File: src/rtl/core/dpbc_pkg.sv
// Shared types and constants for the disk partition bounds check pipeline.
`timescale 1ns / 1ps

package dpbc_pkg;

   // Sector size as a power of two.
   localparam int SECTOR_SHIFT = 9;

   // Field widths.
   localparam int BLK_W = 32;
   localparam int CNT_W = 31;
   localparam int SPC_W = 24;
   localparam int SEC_W = CNT_W + 1 - SECTOR_SHIFT;

   // One quotient bit per divider stage.
   localparam int DIV_STAGES = BLK_W;

   // Register file.
   localparam int CSR_ADDR_W = 3;
   localparam int CSR_DATA_W = 32;
   localparam logic CSR_IDX_SPC = 1'b0;
   localparam logic CSR_IDX_LABEL = 1'b1;

   // Status codes.
   localparam logic [1:0] STATUS_PROCEED = 2'd0;
   localparam logic [1:0] STATUS_END = 2'd1;
   localparam logic [1:0] STATUS_LABEL_RO = 2'd2;
   localparam logic [1:0] STATUS_INVALID = 2'd3;

   // Transaction state carried through the divider stages.
   typedef struct packed {
      logic [1:0] status;
      logic [CNT_W-1:0] new_byte_count;
      logic [CNT_W-1:0] residual_count;
      logic cyl_ok;
      logic [SPC_W-1:0] rem;
      logic [BLK_W-1:0] num;
   } item_type;

   // Finished result.
   typedef struct packed {
      logic [1:0] status;
      logic [CNT_W-1:0] new_byte_count;
      logic [CNT_W-1:0] residual_count;
      logic [CNT_W-1:0] cylinder;
   } result_type;

endpackage

File: src/rtl/core/dpbc_div_step.sv
// One restoring division step: produces one quotient bit of the cylinder.
`timescale 1ns / 1ps

module dpbc_div_step (
   input  dpbc_pkg::item_type item_in,
   input  logic [dpbc_pkg::SPC_W-1:0] divisor,
   output dpbc_pkg::item_type item_out
);

   logic [dpbc_pkg::SPC_W:0] trial;
   logic [dpbc_pkg::SPC_W:0] diff;
   logic q_bit;

   // Shift in the next dividend bit and subtract when it fits
   always_comb begin
      trial = {item_in.rem, item_in.num[dpbc_pkg::BLK_W-1]};
      diff = trial - {1'b0, divisor};
      q_bit = trial >= {1'b0, divisor};
      item_out = item_in;
      item_out.rem = q_bit ? diff[dpbc_pkg::SPC_W-1:0] : trial[dpbc_pkg::SPC_W-1:0];
      item_out.num = {item_in.num[dpbc_pkg::BLK_W-2:0], q_bit};
   end

endmodule

File: config.mk
export PLATFORM = sky130hd
export DESIGN_NAME = dpbc_div_step
export DESIGN_NICKNAME = d
export VERILOG_FILES = /design/src/rtl/core/dpbc_pkg.sv /design/src/rtl/core/dpbc_div_step.sv
export SDC_FILE = /design/constraint.sdc
export NUM_CORES = 1
export LEC_CHECK = 0
export ABC_CLOCK_PERIOD_IN_PS = 2600
export BUFFER_PORTS_ARGS = -buffer_cell sky130_fd_sc_hd__buf_2
export CORE_AREA = 10 10 95 97
export DETAILED_ROUTE_END_ITERATION = 10
export DIE_AREA = 0 0 105 107
export PLACE_DENSITY = 0.86
export SLEW_MARGIN = 20
export SYNTH_ARGS = -nofsm -noshare
export SYNTH_HDL_FRONTEND = slang
export SYNTH_SLANG_ARGS = --single-unit
File: constraint.sdc
create_clock -name vclk -period 2.6
set_clock_uncertainty 0.1 [all_clocks]
set_input_delay 0.13 -clock vclk [all_inputs]
set_output_delay 0.13 -clock vclk [all_outputs]
set_load 0.05 [all_outputs]
==> out/results.txt <==
Worst slew margin - 0.753
Die Width - 105 um
Die Y - 107 um
FMAX - 385 MHz
I/O pin cnt - 266
WL/cell - 15.8 um
Sequential Area - 0 um^2
area grow syn2layout - 40.3%
first-pass GRT wire length - 11.7 mm
initial drt markers - 69
status - finished clean
crit path launch type - input port
worst hold path type - input port to output port
Req. time, crit path - 2.37 ns
Synth top area share - 0.302
overall routing resource usage - 0.119
grt total ovfl - 0
DR pass1 iterations - 4
CTS Hold Bufs - 0
vias in the first global route - 2585
Cells after Synth - 349
sequential area share after synthesis - 0
setup violators final - 0
uppermost routed layer - met4
leakage - 1.60 nW
Final GP Congestion - 0.830
crit path from - item_in[33]
# placed instances - 471
Final Max Slew Viols - 0
Via density - 5.03
Initial Util - 0.345
metal3 WL - 475 um
count of yosys warnings during synthesis - 0
Fill cells - 701
antenna diode count - 0
Tcrit/Tclk final - 0.999
most frequent cell after synthesis - buf_4
drc violations - 0
max-cap violations - 0
initial antenna violation count - 0
PortBufs - 74
RSZ-0062 raised after global routing - yes
Final Instance Area - 3450 um^2
CP endpoint kind - output port
clock buffers - 0
WP data arrival - 2.37 ns
DR vias - 2460
worst slew pin tran - 0.368 ns
WS Path Type - input port to output port
DIE AREA - 11200 um^2
DR WL met2 - 3.92 mm
HPWL Detailed - 5.98 mm
min cycle time layout - 2.60 ns
peak supply drop - 0.242 mV
Cell Area, Synth - 2460 um^2
DRT Wirelength - 7.75 mm
pin count of the biggest net entering global routing - 13
layout cells sized above 1 - 0.585
PwrDens - 373 nW/um^2
synth unique cells - 54
Hold Violations, Final - 0
syn avg cell area - 7.05 um^2
Core ar. - 7140 um^2
top cells by area, synth - buf_4 30%, ha_1 12%, nand2_1 6.3%
crit-path max FO - 4
WL met1 - 3.16 mm
Final Non-Filler Cells - 489
Worst setup endpoint - item_out[51]
FFs & Latches - 0
Routed Antenna Nets - 0
dpl cell area - 2660 um^2
syn nets - 519
total power - 0.00129 W
Synth area leader - buf_4
Nets - 562
Core Rows - 31
most frequent cells after synthesis - 99 x buf_4, 41 x nand2_1, 28 x inv_1
## layout make-up
type | count | area [um^2] | share of cell area
multi-input cells | 216 | 2020 | 0.585
repair buffers | 146 | 1200 | 0.347
well taps | 99 | 124 | 0.0359
inverters | 28 | 113 | 0.0326
## worst min-delay path by stage
stage / cells past startpoint / slack (ns) / endpoint / start
3_3_place_gp: 0 / 0.16 / item_out[100] / item_in[100]
3_5_place_dp: 0 / 0.16 / item_out[100] / item_in[100]
6_report: 0 / 0.16 / item_out[115] / item_in[115]
4_1_cts: 0 / 0.16 / item_out[100] / item_in[100]
5_1_grt: 0 / 0.16 / item_out[11] / item_in[10]
2_1_floorplan: 1 / 0.33 / item_out[100] / item_in[100]
## worst max-delay path, cell delays in order
cell and delay [ns]:
buf_6 0.10, ha_4 0.27, o21a_1 0.12, o31a_1 0.21, o311ai_4 0.11, buf_4 0.15, o31a_1 0.35, a211oi_1 0.39
nor3_1 0.13, o31ai_4 0.21, buf_6 0.19
## per-stage QoR
stage | setup WS [ns] | hold slack, ns | utilization | setup TNS (ns)
global placement | -0.181 | 0.160 | 0.373 | -1.97
floorplan | -0.342 | 0.327 | - | -1.53
global route | -0.0692 | 0.160 | 0.484 | -0.384
CTS | -0.0449 | 0.160 | 0.424 | -0.274
detailed placement | -0.150 | 0.160 | 0.373 | -2.40
finish | 0.00162 | 0.160 | 0.484 | 0
## power breakdown
group	switching [W]	total (W)	internal (W)
Sequential	0	0	0
Combinational	0.000708	0.00129	0.000580
Clock	0	0	0
Total	0.000708	0.00129	0.000580
## layout by cell type, fill, tap and decap left out, types with 8 or more instances in the layout
cell,Yosys,routed
a21o_1,9,9
a21oi_1,14,10
buf_2,0,41
buf_4,99,66
buf_6,3,32
ha_4,0,17
inv_1,28,18
nand2_1,41,37
nor2_1,15,14
o21ai_2,9,13
xor2_1,8,8
## logic make-up after synthesis
group	share of synthesized area
adder cells (fa/ha/maj)	0.130
AO/OA/AOI/OAI	0.280
buffers and inverters	0.375
XOR/XNOR	0.0534
multiplexers	0.00814
AND/OR/NAND/NOR	0.154
## metal layers
layer  vias up  global-route usage
met2        84               0.225
li1       1194                   -
met4         0              0.0422
met1      1148               0.123
met5         -                   0
met3        34              0.0311
## what timing repair did
item / CTS / global route
buffers inserted: 7 / 12
gates cloned: 2 / 1
resized for setup: 64 / 81
pin swaps: 6 / 29
endpoints found under the setup margin: 25 / 25
No activity file was read; power rests on OpenSTA's default activity.
