### src/rtl/core/dpbc_pkg.sv
// Shared types and constants for the disk partition bounds check pipeline.
`timescale 1ns / 1ps

package dpbc_pkg;

   // Sector size as a power of two.
   localparam int SECTOR_SHIFT = 9;

   // Field widths.
   localparam int BLK_W = 32;
   localparam int CNT_W = 31;
   localparam int SPC_W = 24;
   localparam int SEC_W = CNT_W + 1 - SECTOR_SHIFT;

   // One quotient bit per divider stage.
   localparam int DIV_STAGES = BLK_W;

   // Register file.
   localparam int CSR_ADDR_W = 3;
   localparam int CSR_DATA_W = 32;
   localparam logic CSR_IDX_SPC = 1'b0;
   localparam logic CSR_IDX_LABEL = 1'b1;

   // Status codes.
   localparam logic [1:0] STATUS_PROCEED = 2'd0;
   localparam logic [1:0] STATUS_END = 2'd1;
   localparam logic [1:0] STATUS_LABEL_RO = 2'd2;
   localparam logic [1:0] STATUS_INVALID = 2'd3;

   // Transaction state carried through the divider stages.
   typedef struct packed {
      logic [1:0] status;
      logic [CNT_W-1:0] new_byte_count;
      logic [CNT_W-1:0] residual_count;
      logic cyl_ok;
      logic [SPC_W-1:0] rem;
      logic [BLK_W-1:0] num;
   } item_type;

   // Finished result.
   typedef struct packed {
      logic [1:0] status;
      logic [CNT_W-1:0] new_byte_count;
      logic [CNT_W-1:0] residual_count;
      logic [CNT_W-1:0] cylinder;
   } result_type;

endpackage

### src/rtl/core/dpbc_front.sv
// Decode stage: label protection, range checks, truncation and dividend setup.
`timescale 1ns / 1ps

module dpbc_front (
   input  logic [dpbc_pkg::BLK_W-1:0] block_number,
   input  logic [dpbc_pkg::CNT_W-1:0] byte_count,
   input  logic is_read,
   input  logic write_label_allowed,
   input  logic [dpbc_pkg::CNT_W-1:0] part_offset,
   input  logic [dpbc_pkg::CNT_W-1:0] part_size,
   input  logic [dpbc_pkg::CNT_W-1:0] label_offset,
   output dpbc_pkg::item_type item
);

   logic signed [dpbc_pkg::BLK_W:0] abs_sector;
   logic signed [dpbc_pkg::BLK_W:0] blk_ext;
   logic signed [dpbc_pkg::BLK_W:0] size_ext;
   logic signed [dpbc_pkg::BLK_W:0] room;
   logic [dpbc_pkg::CNT_W:0] count_round;
   logic [dpbc_pkg::SEC_W-1:0] secs;
   logic [dpbc_pkg::BLK_W:0] end_sector;
   logic label_hit;
   logic crosses;

   // Absolute start sector and remaining room in the partition
   always_comb begin
      blk_ext = $signed({block_number[dpbc_pkg::BLK_W-1], block_number});
      size_ext = $signed({2'b00, part_size});
      abs_sector = blk_ext + $signed({2'b00, part_offset});
      room = size_ext - blk_ext;
      label_hit = !is_read && !write_label_allowed &&
                  (abs_sector <= $signed({2'b00, label_offset}));
   end

   // Round the byte count up to whole sectors
   always_comb begin
      count_round = {1'b0, byte_count} +
                    (dpbc_pkg::CNT_W + 1)'((1 << dpbc_pkg::SECTOR_SHIFT) - 1);
      secs = count_round[dpbc_pkg::CNT_W:dpbc_pkg::SECTOR_SHIFT];
      end_sector = {1'b0, block_number} + (dpbc_pkg::BLK_W + 1)'(secs);
      crosses = end_sector > (dpbc_pkg::BLK_W + 1)'(part_size);
   end

   // Pick the status and the adjusted counts
   always_comb begin
      item.status = dpbc_pkg::STATUS_PROCEED;
      item.new_byte_count = byte_count;
      item.residual_count = '0;
      item.cyl_ok = 1'b0;
      item.rem = '0;
      item.num = abs_sector[dpbc_pkg::BLK_W-1:0];
      if (label_hit) begin
         item.status = dpbc_pkg::STATUS_LABEL_RO;
      end else if (block_number[dpbc_pkg::BLK_W-1]) begin
         item.status = dpbc_pkg::STATUS_INVALID;
      end else if (crosses && (room == '0)) begin
         item.status = dpbc_pkg::STATUS_END;
         item.residual_count = byte_count;
      end else if (crosses && (room[dpbc_pkg::BLK_W] || room == '0)) begin
         item.status = dpbc_pkg::STATUS_INVALID;
      end else if (crosses) begin
         item.new_byte_count = {room[dpbc_pkg::CNT_W-1-dpbc_pkg::SECTOR_SHIFT:0],
                                {dpbc_pkg::SECTOR_SHIFT{1'b0}}};
         item.cyl_ok = 1'b1;
      end else begin
         item.cyl_ok = 1'b1;
      end
   end

endmodule

### config.mk
export PLATFORM = sky130hd
export DESIGN_NAME = dpbc_front
export DESIGN_NICKNAME = d
export VERILOG_FILES = /design/src/rtl/core/dpbc_pkg.sv /design/src/rtl/core/dpbc_front.sv
export SDC_FILE = /design/constraint.sdc
export NUM_CORES = 1
export LEC_CHECK = 0
export BUFFER_PORTS_ARGS = -buffer_cell sky130_fd_sc_hd__buf_2
export CORE_UTILIZATION = 54
export DETAILED_ROUTE_END_ITERATION = 8
export PLACE_DENSITY = 0.85
export SYNTH_ARGS = -nofsm -noshare
export SYNTH_HDL_FRONTEND = slang
export SYNTH_SLANG_ARGS = --single-unit
### constraint.sdc
create_clock -name vclk -period 8.9
set_input_delay 0.445 -clock vclk [all_inputs]
set_output_delay 0.445 -clock vclk [all_outputs]
set_load 0.01 [all_outputs]
==> run metrics, run 1 <==
end of the worst hold path item[66]; Layout Utilization roughly 65%; Final period util 92.3%; max-cap violation count 0; sequential cell area 0 um2; Peak VDD IR between 0.00004 and 0.00005 V; most common cell after layout, fill and taps aside buf_2; slew margin rel. 48.3%; final WL about 27000 um; Pleak approximately 0.0051 uW; Setup WS post-layout 689 ps; Worst-Margin Slew 775 ps; Seq cells 0; Setup CP Type input pin to primary output; FMAX 122 MHz; GPL Wtd Cong between 1 and 1.5; hold_sp byte_count[9]; average routed wire per standard cell 17.0 um; Die H between 100 and 150 um; Worst EP arrival 7770 ps; Hold Buf Count CTS 0; mean number of vias per cell roughly 6; CP top delay family simple AND/OR/NAND/NOR gates; Cells after DPL 1620; port bufs 255; delay of the slowest critical-path stage ~460 ps; setup TNS 0 ps; status finished clean; largest net degree at the start of global routing 32; post-synth top area share 23.3%; pwr/cell area 79.8 nW/um2; Pre-antenna DRT Iters 8; vias in the first global route 8927; register area share after synthesis 0%; Avg Inst Size Synth about 6.7 um2; dominant cells by area after synthesis ha_1, xnor2_1, a21oi_1; Syn. warnings 0; io pins 279; worst hold stages 3; nets 1750; Die Area 15500 um2; # DRC 0; Chip Width 125 um; min cycle time layout between 8000 and 9000 ps; share of cells above drive strength 1 19.8%; Layout area overhead 16.2%; Final Cell Area 9420 um2; CP Depth 32; core area ~15000 um2; clock buffers 0; Final setup viols 0; worst path bufs/invs 3; grt ovf 0; Crit. End Element primary output; Critical Path RT 8460 ps; most frequent cells in the layout buf_2, ha_1, inv_1; final hold violation count 0; DR vias roughly 10000; Max FO, Critical Path 31; non-filler instance count after layout roughly 1600; Final HPWL DP between 20000 and 25000 um; row count 44; Cells after Synth 1208; Final Slew Violations 0; CP max-delay cell and4_4; post-synth top area cell ha_1; Initial DRC Count 690; pre-CTS setup slack roughly 570 ps; worst min-delay path class input pin to primary output; placed instance area 9400 um2; GRT Util Overall around a third; Initial Utilization 55.6%; initial antenna violation count 4; antenna-violating nets left 0; synthesized area just over 8000 um2; global-route wire length before repair 42700 um; library cells used by synthesis 75; Critical Path Source Type input pin; RSZ-0062 raised after global routing no
where the power goes:
part / switching, uW / total (uW) / internal, uW
logic: 445 / 752 / 307
clock network: 0 / 0.0000562 / 0.0000562
registers: 0 / 0 / 0
kinds of logic after synthesis:
family	count (synthesis)	share of synthesized area, %
simple gates	392	25.4
compound gates	381	30.6
buf+inv	192	10.4
fa+ha+maj	154	24.0
xor+xnor	86	9.29
mux	2	0.262
other cells	1	0.0463
cell usage after synthesis, types with 11 or more instances:
library cell / instances
o21ai_1: 25
and3_1: 11
nand3_1: 45
nor2b_1: 19
and2_1: 36
o211ai_1: 15
a21oi_1: 109
nand4_1: 28
buf_4: 24
xor2_1: 19
a21o_1: 42
nor3_1: 28
o21bai_1: 12
ha_1: 151
nand2_1: 87
a31oi_1: 14
clkbuf_1: 15
inv_1: 140
xnor2_1: 67
nand2b_1: 14
o21a_1: 17
nor2_1: 66
a211oi_1: 13
o21ai_0: 55
or3_1: 11
routing by layer:
layer | vias up | share of wire (%) | track usage, %
met2 | 495 | 46 | 59.3
met1 | 4335 | 40 | 38.9
met5 | - | 0 | 0
li1 | 4811 | - | -
met4 | 0 | 4.9 | 15.0
met3 | 82 | 9.0 | 6.40
metrics by stage:
step	power, uW	hold slack (ps)
floorplan	516	1020
global placement	722	1190
detailed placement	734	1190
CTS	739	1190
global route	829	1210
finish	752	1190
worst max-delay path by stage:
stage,start,end,slack [ps]
6_report,byte_count[7],item[77],690
4_1_cts,byte_count[0],item[77],510
3_5_place_dp,byte_count[0],item[77],570
3_3_place_gp,byte_count[1],item[57],960
5_1_grt,byte_count[7],item[77],20
2_1_floorplan,byte_count[4],item[105],2160
area by class of cell:
| class | count | area (um2) |
|---|---|---|
| diodes | 2 | 5.00 |
| inverters | 140 | 526 |
| fillers | 1400 | 5170 |
| well taps | 184 | 230 |
| repair buffers | 257 | 1290 |
| multi-input cells | 1039 | 7370 |
timing repair:
| item | CTS | global route |
|---|---|---|
| endpoints found under the hold margin | 0 | 0 |
| setup buffers | 0 | 0 |
| endpoints found under the setup margin | 0 | 62 |
| resized for setup | 0 | 3 |
No activity file was read; power rests on OpenSTA's default activity.
==> run 2: changes to the inputs <==
ABC_AREA = 1   (was not set)
CORE_UTILIZATION = 56   (was 54)
PLACE_DENSITY = 0.86   (was 0.85)
SLEW_MARGIN = 20   (was not set)
==> run metrics, run 2 <==
status finished with violations; failing checks design-rule violations; Hold Buf Count CTS 0 (unchanged); dominant cells by area after synthesis nand2_1, ha_1, inv_1; Seq cells 0 (unchanged); register area share after synthesis 0% (unchanged); end of the worst hold path item[95]; CTS resizes 0 (unchanged); clock buffers 0 (unchanged); most common cell after layout, fill and taps aside nand2_1; Initial Utilization 58.2% (+2.7 points); vias in the first global route 10400 (+16%); Internal Power 295 uW (-4.1%); Clk pwr share 0% (unchanged); Most Crowded Layer GR met2; Layout area overhead 14.2%; M2 GR Usage 60.4% (+1.1 points); most common cell in the synthesized netlist nand2_1; Worst-Margin Slew 679 ps (-96.2 ps); slew margin rel. 54.7% (+6.4 points); Cells after Synth 1781 (+47%); ant diodes 0 (-2); Psw 519 uW (+17%); Worst EP arrival 5960 ps (-1810 ps); Final HPWL DP 28100 um (+17%); Final Slew Violations 0 (unchanged); worst min-delay path class input pin to primary output; CP max-delay cell nand3_2; global-route wire length before repair 49900 um (+17%); share of cells above drive strength 1 14.2% (-5.6 points); Die Area 17300 um2 (+11%); max-cap violation count 0 (unchanged); # DRC 1 (+1); sequential cell area 0 um2 (unchanged); fill count 1697 (+21%); io pins 279 (unchanged); GRT Util Overall 35.1% (+1.6 points); most frequent cells in the layout nand2_1, inv_1, buf_2; DR vias 11700 (+21%); Max FO, Critical Path 31 (unchanged); post-synth top area cell nand2_1; met1 usage 44.6% (+5.8 points); library cells used by synthesis 46 (-39%); most used cell, CP nand2_1; total power 813 uW (+8.1%); Cells after DPL 2235 (+38%); synthesized area 9390 um2 (+16%); Initial DRC Count 793 (+15%); Critical Path Source Type input pin; routing usage on met3 3.40% (-3.0 points); postcts setup bufs 0 (unchanged); Chip Width 131 um (+5.6%); min cycle time layout 6410 ps (-1800 ps); row count 46 (+4.5%); initial antenna violation count 1 (-3); delay of the slowest critical-path stage 570 ps (+110 ps); Syn. warnings 0 (unchanged); top post-synthesis cells by count nand2_1, inv_1, nor2_1; average routed wire per standard cell 14.2 um (-16%); grt ovf 0 (unchanged); final WL 31600 um (+15%); hold_sp byte_count[7]; FMAX 156 MHz (+28%); Avg Inst Size Synth 5.27 um2 (-21%); combinational group share of total power 100.0% (about the same); RSZ-0062 raised after global routing no; Pleak 0.00693 uW (+37%); Die H 131 um (+5.6%); largest net degree at the start of global routing 55 (+72%); pre-CTS setup slack 2600 ps (+2030 ps); Peak VDD IR 0.0000552 V (+12%); non-filler instance count after layout 2235 (+38%); core area 16100 um2 (+10%); GPL Wtd Cong 0.984 (-3.7%); antenna-violating nets left 0 (unchanged); nets 2333 (+33%); Critical Path RT 8460 ps (about the same); setup TNS 0 ps (unchanged); pwr/cell area 75.9 nW/um2 (-4.9%); port bufs 255 (unchanged); mean number of vias per cell 5.26 (-12%); Final period util 72.0% (-20 points); Seq pwr share 0% (unchanged); Setup CP Type input pin to primary output; Final setup viols 0 (unchanged); Net Sw Frac 63.8% (+4.6 points); final hold violation count 0 (unchanged); worst hold stages 4 (+1); Setup WS post-layout 2490 ps (+1800 ps); post-synth top area share 22.5% (-0.83 points); Pre-antenna DRT Iters 8 (unchanged); Layout Utilization 66.5% (+1.9 points); Crit. End Element primary output
run 2: cell types whose count changed after synthesis, sizes merged, moves of 14 or more:
cell,change
a21o,-29
nand3,+59
xor2,+27
and2,-32
nand2b,-14
nand2,+482
nor2b,-19
inv,+242
xnor2,-48
o21ai,-47
nor2,+117
run 2: metal layers:
metal  wire length (um)  share of wire [%]
met5                 11              0.035
met4               1320                4.2
met3               2540                8.0
met2              14200                 45
met1              13600                 43
run 2: through the flow:
stage / area [um2] / hold slack, ps
floorplan: 9470 / 977
global placement: 10700 / 1200
detailed placement: 10700 / 1210
CTS: 10700 / 1210
global route: 10700 / 1230
finish: 10700 / 1210
run 2: area by class of cell:
class	count	area (um2)	share of cell area (%)
Multi-Input combinational cell	1382	7730	72.2
Inverter	382	1440	13.4
Timing Repair Buffer	255	1280	11.9
Tap cell	216	270	2.52
run 2: critical path: cells and delay by family:
kind / cells / cell delay, ps
fa+ha+maj: 2 / 600
xor+xnor: 1 / 170
simple gates: 18 / 2560
compound gates: 7 / 1510
buf+inv: 6 / 640
run 2: how the worst max path moves through the flow:
stage,startpoint,to,slack [ps],cells after the start
after floorplan,byte_count[7],item[99],3860,35
after global placement,byte_count[7],item[78],2770,34
after detailed placement,byte_count[7],item[61],2600,34
after CTS,byte_count[7],item[61],2580,34
after global routing,byte_count[7],item[61],1800,34
final,byte_count[7],item[72],2490,34
run 2: cell families (layout without fill, tap and decap cells):
logic type,Yosys count,after routing,share of synthesized area (%)
buffers and inverters,422,637,18.5
other,1,24,0.0400
adders and majority gates,154,154,20.8
and+or+nand+nor,942,942,42.2
AOI/OAI and AO/OA,197,197,12.4
xor gates and xnor gates,65,65,6.07
run 2: power by group through the flow:
stage / Clock, uW / Combinational (uW) / Sequential (uW)
final: 0 / 813 / 0
after global routing: 0 / 916 / 0
after CTS: 0 / 802 / 0
after detailed placement: 0 / 797 / 0
after global placement: 0 / 785 / 0
after floorplan: 0 / 569 / 0
==> run 3: changes to the inputs <==
ABC_AREA = 0   (was 1)
CORE_UTILIZATION = 54   (was 56)
PLACE_DENSITY = 0.85   (was 0.86)
clock period = 6.4 ns   (was 8.9 ns; I/O delays follow)
==> run metrics, run 3 (synthesis gave the netlist of run 1 again) <==
status finished with violations; failing checks negative setup slack; Final Slew Violations 0 (unchanged); sequential cell area 0 um2 (unchanged); Critical Path Source Type input pin; Layout Utilization 73.1% (+6.7 points); share of cells above drive strength 1 28.2% (+14 points); antenna-violating nets left 0 (unchanged); Seq pwr share 0% (unchanged); port bufs 255 (unchanged); vias in the first global route 9538 (-8.2%); Met2 Wirelength 14500 um (+1.8%); core area 14600 um2 (-9.5%); slew margin rel. 45.7% (-9.0 points); initial antenna violation count 2 (+1); Worst-Margin Slew 809 ps (+131 ps); mean number of vias per cell 6.16 (+17%); Psw 685 uW (+32%); Peak VDD IR 0.0000675 V (+22%); Worst EP arrival 6160 ps (+200 ps); Clk pwr share 0% (unchanged); RSZ-0062 raised after global routing yes; DRT met1 WL 12000 um (-12%); Crit. End Element primary output; most frequent cells in the layout buf_2, ha_1, inv_1; delay of the slowest critical-path stage 380 ps (-190 ps); Chip Width 125 um (-5.3%); final WL 31300 um (-1.0%); combinational group share of total power 100.0% (about the same); row count 44 (-4.3%); nets 1830 (-22%); grt ovf 0 (unchanged); final hold violation count 0 (unchanged); Max FO, Critical Path 7 (-77%); Setup CP Type input pin to primary output; FMAX ~150 MHz; global-route wire length before repair 45300 um (-9.2%); largest net degree at the start of global routing 29 (-47%); Seq cells 0 (unchanged); Die H 125 um (-5.3%); Pre-antenna DRT Iters 7 (-1); total power 1190 uW (+47%); Final period util 101%; Die Area 15500 um2 (-10%); clock buffers 0 (unchanged); # DRC 0 (-1); DR vias 10500 (-11%); Final setup viols 56 (+56); Final HPWL DP 25300 um (-10%); Final Cell Area 10700 um2 (-0.41%); Pleak 0.00565 uW (-18%); most common cell after layout, fill and taps aside buf_2; DR top layer met4; pwr/cell area 112 nW/um2 (+47%); Setup WS post-layout -76.7 ps (-2570 ps); Initial Utilization 55.6% (-2.7 points); GPL Wtd Cong 1.05 (+6.2%); worst hold stages 3 (-1); Initial DRC Count 959 (+21%); Net Sw Frac 57.4% (-6.3 points); max-cap violation count 0 (unchanged); placed instance area 9900 um2 (-7.6%); Layout area overhead 31.6%; Critical Path RT 6080 ps (-2380 ps); min cycle time layout about 6500 ps; CP max-delay cell ha_1; io pins 279 (unchanged); Hold Buf Count CTS 0 (unchanged); Hold Slack 925 ps (-285 ps); setup TNS -2160 ps (-2160 ps); Internal Power 508 uW (+72%); average routed wire per standard cell 18.4 um (+30%); GRT Util Overall 35.5% (+0.39 points); worst min-delay path class input pin to primary output; DR WL met3 2950 um (+16%); ant diodes 0 (unchanged)
[run 3: changes by cell type in the layout (fill, tap and decap cells not counted), sizes merged, moves of 29 or more]
cell	before	now
nor2	183	66
a21o	13	42
and2	4	36
inv	382	140
nand2	569	87
xnor2	19	67
buf	255	335
nand3	104	45
o21ai	33	80
[run 3: timing repair]
action,in CTS,in global routing
gates cloned,0,3
endpoints found under the setup margin,62,65
pin swaps,9,44
gates resized for setup,20,107
buffers inserted,4,12
hold endpoints to repair,0,0
[run 3: layer usage]
metal  global-route usage (%)  up-vias
met4                     17.0        0
met5                        0        -
met1                     42.6     4724
met2                     62.6      642
met3                     3.91      141
li1                         -     4969
[run 3: critical path, delay by kind of cell]
kind,cells,cell delay (ps)
AND/OR/NAND/NOR,15,2490
AO/OA/AOI/OAI,10,1680
buffers and inverters,5,720
adder cells (fa/ha/maj),2,680
XOR/XNOR,2,220
[run 3: path summary, 6_finish.rpt]
check	startpoint	end	slack, ps
min	byte_count[9]	item[66]	930
max	byte_count[7]	item[101]	-80
[run 3: power by group through the flow]
stage / registers [uW] / logic (uW) / clock network [uW]
floorplan: 0 / 718 / 0
global placement: 0 / 1050 / 0
detailed placement: 0 / 1070 / 0
CTS: 0 / 1090 / 0
global route: 0 / 1290 / 0
finish: 0 / 1190 / 0
[run 3: cell type report]
| type | count | area (um2) |
|---|---|---|
| Fill cell | 1201 | 3920 |
| Multi-Input combinational cell | 1039 | 7790 |
| Tap cell | 184 | 230 |
| Timing Repair Buffer | 337 | 2130 |
| Inverter | 140 | 526 |
[run 3: metrics by stage]
step | worst slack (ps) | std cells
6_report | -76.7 | 1700
5_1_grt | -455 | 1700
4_1_cts | 0.277 | 1686
3_5_place_dp | -454 | 1682
3_3_place_gp | -202 | 1682
2_1_floorplan | 35.0 | 1231
